<file path="src/sv/wpbt_pkg.sv">
`default_nettype none
package wpbt_pkg;

    // configuration register
    localparam int CFG_BITS    = 10;
    localparam int LIMIT_FLOOR = 4;
    localparam logic [CFG_BITS-1:0] LIMIT_RESET = 10'd100;

    // result count field
    localparam int HELD_BITS = 11;

    // a quarter of the limit is dropped on overflow
    localparam int DROP_SHIFT = 2;

    // words buffered between front and back
    localparam int QDEPTH = 2;

    typedef enum logic {
        OP_ADD   = 1'b0,
        OP_CLEAR = 1'b1
    } op_t;

    typedef enum logic {
        ST_IDLE = 1'b0,
        ST_SCAN = 1'b1
    } state_t;

    // head of the command queue as seen by the back end
    typedef struct packed {
        logic valid;
        op_t  op;
    } q_ctrl_t;

endpackage
`default_nettype wire

</file>
<file path="src/sv/wpbt_front.sv">
`default_nettype none
module wpbt_front
    import wpbt_pkg::*;
#(
    parameter int SAMPLE_BITS = 32
) (
    input  wire logic                          clk,
    input  wire logic                          rst_n,
    input  wire logic                          in_valid,
    output logic                               in_ready,
    input  wire logic                          cmd,
    input  wire logic signed [SAMPLE_BITS-1:0] sample_x,
    input  wire logic signed [SAMPLE_BITS-1:0] sample_y,
    output q_ctrl_t                            q_ctrl,
    input  wire logic                          q_pop,
    output logic signed [SAMPLE_BITS-1:0]      q_x,
    output logic signed [SAMPLE_BITS-1:0]      q_y
);

    localparam int PW = $clog2(QDEPTH);
    localparam int NW = $clog2(QDEPTH + 1);

    op_t                          op_q   [QDEPTH];
    logic signed [SAMPLE_BITS-1:0] x_q   [QDEPTH];
    logic signed [SAMPLE_BITS-1:0] y_q   [QDEPTH];
    logic [PW-1:0]                wr_ptr_reg, wr_ptr_next;
    logic [PW-1:0]                rd_ptr_reg, rd_ptr_next;
    logic [NW-1:0]                fill_reg, fill_next;
    logic                         push;
    op_t                          op_in;

    // classify the incoming word
    assign op_in    = cmd ? OP_CLEAR : OP_ADD;
    assign in_ready = (fill_reg != NW'(QDEPTH));
    assign push     = in_valid && in_ready;

    // queue pointers and fill level
    always_comb
    begin
        wr_ptr_next = wr_ptr_reg;
        rd_ptr_next = rd_ptr_reg;
        fill_next   = fill_reg;
        if (push)
        begin
            wr_ptr_next = wr_ptr_reg + PW'(1);
        end
        if (q_pop)
        begin
            rd_ptr_next = rd_ptr_reg + PW'(1);
        end
        if (push && !q_pop)
        begin
            fill_next = fill_reg + NW'(1);
        end
        else if (!push && q_pop)
        begin
            fill_next = fill_reg - NW'(1);
        end
    end

    always_ff @(posedge clk or negedge rst_n)
    begin
        if (!rst_n)
        begin
            wr_ptr_reg <= '0;
            rd_ptr_reg <= '0;
            fill_reg   <= '0;
        end
        else
        begin
            wr_ptr_reg <= wr_ptr_next;
            rd_ptr_reg <= rd_ptr_next;
            fill_reg   <= fill_next;
        end
    end

    // queue storage
    always_ff @(posedge clk)
    begin
        if (push)
        begin
            op_q[wr_ptr_reg] <= op_in;
            x_q[wr_ptr_reg]  <= sample_x;
            y_q[wr_ptr_reg]  <= sample_y;
        end
    end

    // head of queue
    assign q_ctrl.valid = (fill_reg != '0);
    assign q_ctrl.op    = op_q[rd_ptr_reg];
    assign q_x          = x_q[rd_ptr_reg];
    assign q_y          = y_q[rd_ptr_reg];

endmodule
`default_nettype wire

</file>
<file path="config.mk">
export PLATFORM = sky130hd
export DESIGN_NAME = wpbt_front
export DESIGN_NICKNAME = d
export VERILOG_FILES = /design/src/sv/wpbt_pkg.sv /design/src/sv/wpbt_front.sv
export SDC_FILE = /design/constraint.sdc
export NUM_CORES = 1
export LEC_CHECK = 0
export ABC_CLOCK_PERIOD_IN_PS = 4140
export BUFFER_PORTS_ARGS = -buffer_cell sky130_fd_sc_hd__buf_2
export CAP_MARGIN = 5
export CORE_AREA = 2 2 107 109
export DETAILED_ROUTE_END_ITERATION = 6
export DIE_AREA = 0 0 109 111
export PLACE_DENSITY_LB_ADDON = 0.3
export SYNTH_ARGS = -nofsm -noshare
export SYNTH_HDL_FRONTEND = slang
export SYNTH_SLANG_ARGS = --single-unit
export TNS_END_PERCENT = 50
</file>
<file path="constraint.sdc">
create_clock -name clk -period 4.14 [get_ports clk]
set_clock_uncertainty 0.15 [all_clocks]
set_input_delay 0.828 -clock clk [delete_from_list [all_inputs] [get_ports clk]]
set_output_delay 0.828 -clock clk [all_outputs]
set_load 0.01 [all_outputs]
</file>
==> results.tsv <==
metric	value	unit
hold_path.class	input pin to async pin	
synth_cell_type_count	15	
drive_gt1_frac	0.607	
final-setup-viol-count	0	
yosys_warnings	0	
detailedRoute.firstPassIterationCount	4	
postCtsResizedCells	0	
p_leak	2.55	nW
hold_viol_final	0	
sequential_cell_area	4010	µm²
drt-wirelength-per-cell	15.5	µm
postCtsSetupBuffers	0	
boundaryPins	136	
grt_start_max_net_pins	66	
clkSlewWorstSetupHoldPaths	50	ps
finish.cell_count_without_fillers	525	
drcViolationCount	0	
timing.rr.end	y_q[0][25]	
max_freq	0.323	GHz
criticalPathCategory	register to primary output	
routed-via-count	2472	
synthToLayoutAreaGrowth	27.7	%
grt_pass1_vias	2546	
overall_die_area	12100	µm²
fin_tns_setup	0	ps
starting_density	0.456	
finalMaxSlewViolations	0	
cell_area_after_synthesis	5050	µm²
synth-seq-area-share	0.793	
ff2ff_setup_slack	2070	ps
vias_per_cell	4.71	
global_route.overflow_total	0	
tritoncts	built	
cts_num_sinks	134	
cpMaxStageDelayCell	dfrtp_4	
placement_rows	39	
grt_use_total	0.140	
synth-compound-area-share	0	
antenna_cells	0	
irDropWorstVdd	0.362	mV
dpl.cell_count	494	
grt_pass1_wl	12400	µm
synth_simple_gate_area_frac	0.00595	
unrepaired_setup_endpoints_after_global_routing	no	
largest_registers	x_q: 64 flops, y_q: 64 flops	
globalplace.congestion	0.652	
cts.path.max_buffers	2	
worst_slew_margin_rel	0.388	
placement.io_buffers	135	
syn_nets	290	
path_max_fanout	35	
final_area	6440	µm²
crit_path_start_kind	register	
h_tree_lvl_count	4	
dp_hpwl	5050	µm
worstSkewPairLatency	390	ps
syn-instance-count	220	
worst_r2r_path_depth	4	
crit_path_time_final	3100	ps
placement.setup.worst_slack	1420	ps
fp.dieH	111	µm
antenna_found_initial	0	
cts_hold_buf	0	
worst_r2r_startpoint	fill_reg[0]	
clk_root_buffer_cell	clkbuf_16	
finalWirelength	8130	µm
final_critical_path_setup_slack	1040	ps
synth.top_cell.area_share	0.774	
cts_made_buffers	17	
fp.dieW	109	µm
tightest_slew	918	ps
nets	440	
worst-endpoint-required	3160	ps
post_route_utilization	0.582	
post_place_instance_area	5870	µm²
post_synth_fa_ha_maj_area_fraction	0.00248	
multi_input_gate_area	981	µm²
drt_iter0_drc	85	
num-fill-cells	843	
cellPowerDensity	736	nW/µm²
timing.critical_path.cells	buf_4 -> mux2_2 -> buf_2	
number_of_violations_of_the_max_capacitance_limit	0	
synth_top_area_cell	edfxtp_1	
post-route-period-util	0.749	
run_status	complete, no violations	
core_area	11100	µm²
synth_top_family_by_area	multiplexers	
netlist_top_cells_area	edfxtp_1 (77%), mux2_4 (12%), mux2_2 (5.6%)	
ant_nets	0	
postSynthRegisterBits	134	
crit_path_max_incr_delay	800	ps
arrival	2120	ps
synth_xor_xnor_area_share	0.00868	
synth_mux_area_frac	0.175	
worstSetupEndpointType	primary output	
synth.avg_cell_area	22.9	µm²
==> cells by family (layout without fill, tap and decap cells) <==
family | after synthesis | count (layout)
flops | 134 | 134
xor+xnor | 5 | 5
buf+inv | 9 | 171
mux | 65 | 65
simple gates | 6 | 6
fa+ha+maj | 1 | 1
==> worst max path at each step <==
stage / start / endpoint / slack [ps] / cells after the start
2_1_floorplan: in_valid / op_q[0] / 950 / 2
3_3_place_gp: rd_ptr_reg / q_y[16] / 1440 / 3
3_5_place_dp: rd_ptr_reg / q_y[8] / 1420 / 3
4_1_cts: rd_ptr_reg / q_y[8] / 990 / 3
5_1_grt: rd_ptr_reg / q_y[8] / 910 / 3
6_report: rd_ptr_reg / q_y[8] / 1040 / 3
==> cells in the mapped netlist (all sizes together) <==
cell type / count
nand2b: 1
ha: 1
mux2: 65
nor2: 2
and3: 1
xnor2: 2
dfrtp: 4
or2: 1
inv: 2
nand2: 1
xor2: 3
edfxtp: 130
buf: 7
==> stage by stage <==
stage          total power [mW]  hold slack (ps)
2_1_floorplan              2.93              306
3_3_place_gp               3.35              325
3_5_place_dp               3.37              349
4_1_cts                    4.81             72.0
5_1_grt                    4.99             63.5
6_report                   4.75             83.0
==> critical path, delay by kind of cell, from the launching register on <==
kind	cells	cell delay, ps
buffers and inverters	2	530
flip-flops	1	800
multiplexers	1	380
==> layout make-up <==
class	count	share of cell area
timing repair buffer	138	0.108
tap	143	0.0278
clock buffer	21	0.0683
sequential	134	0.622
multi-input combinational	77	0.152
clock inverter	10	0.0204
inverter	2	0.00116
==> cell usage in the layout (no fill, tap or decap), types with 3 or more instances in the layout <==
cell type	n
buf_2	135
edfxtp_1	130
mux2_4	40
mux2_2	25
clkbuf_16	17
clkbuf_1	4
xor2_1	3
bufinv_16	3
dfrtp_1	3
buf_4	3
==> where the power goes <==
| part | leakage, nW | switching, mW | internal (mW) |
|---|---|---|---|
| Sequential | 1.25 | 0.158 | 1.86 |
| Clock | 0.272 | 0.503 | 0.937 |
| Combinational | 1.03 | 0.615 | 0.667 |
==> routing by layer <==
metal	wire, µm	GRT usage	part of all wire
met4	97	0.0513	0.012
met2	4030	0.224	0.50
met3	593	0.0594	0.073
met5	0	0	0
met1	3410	0.167	0.42
Power figures use the tool's default switching activity.
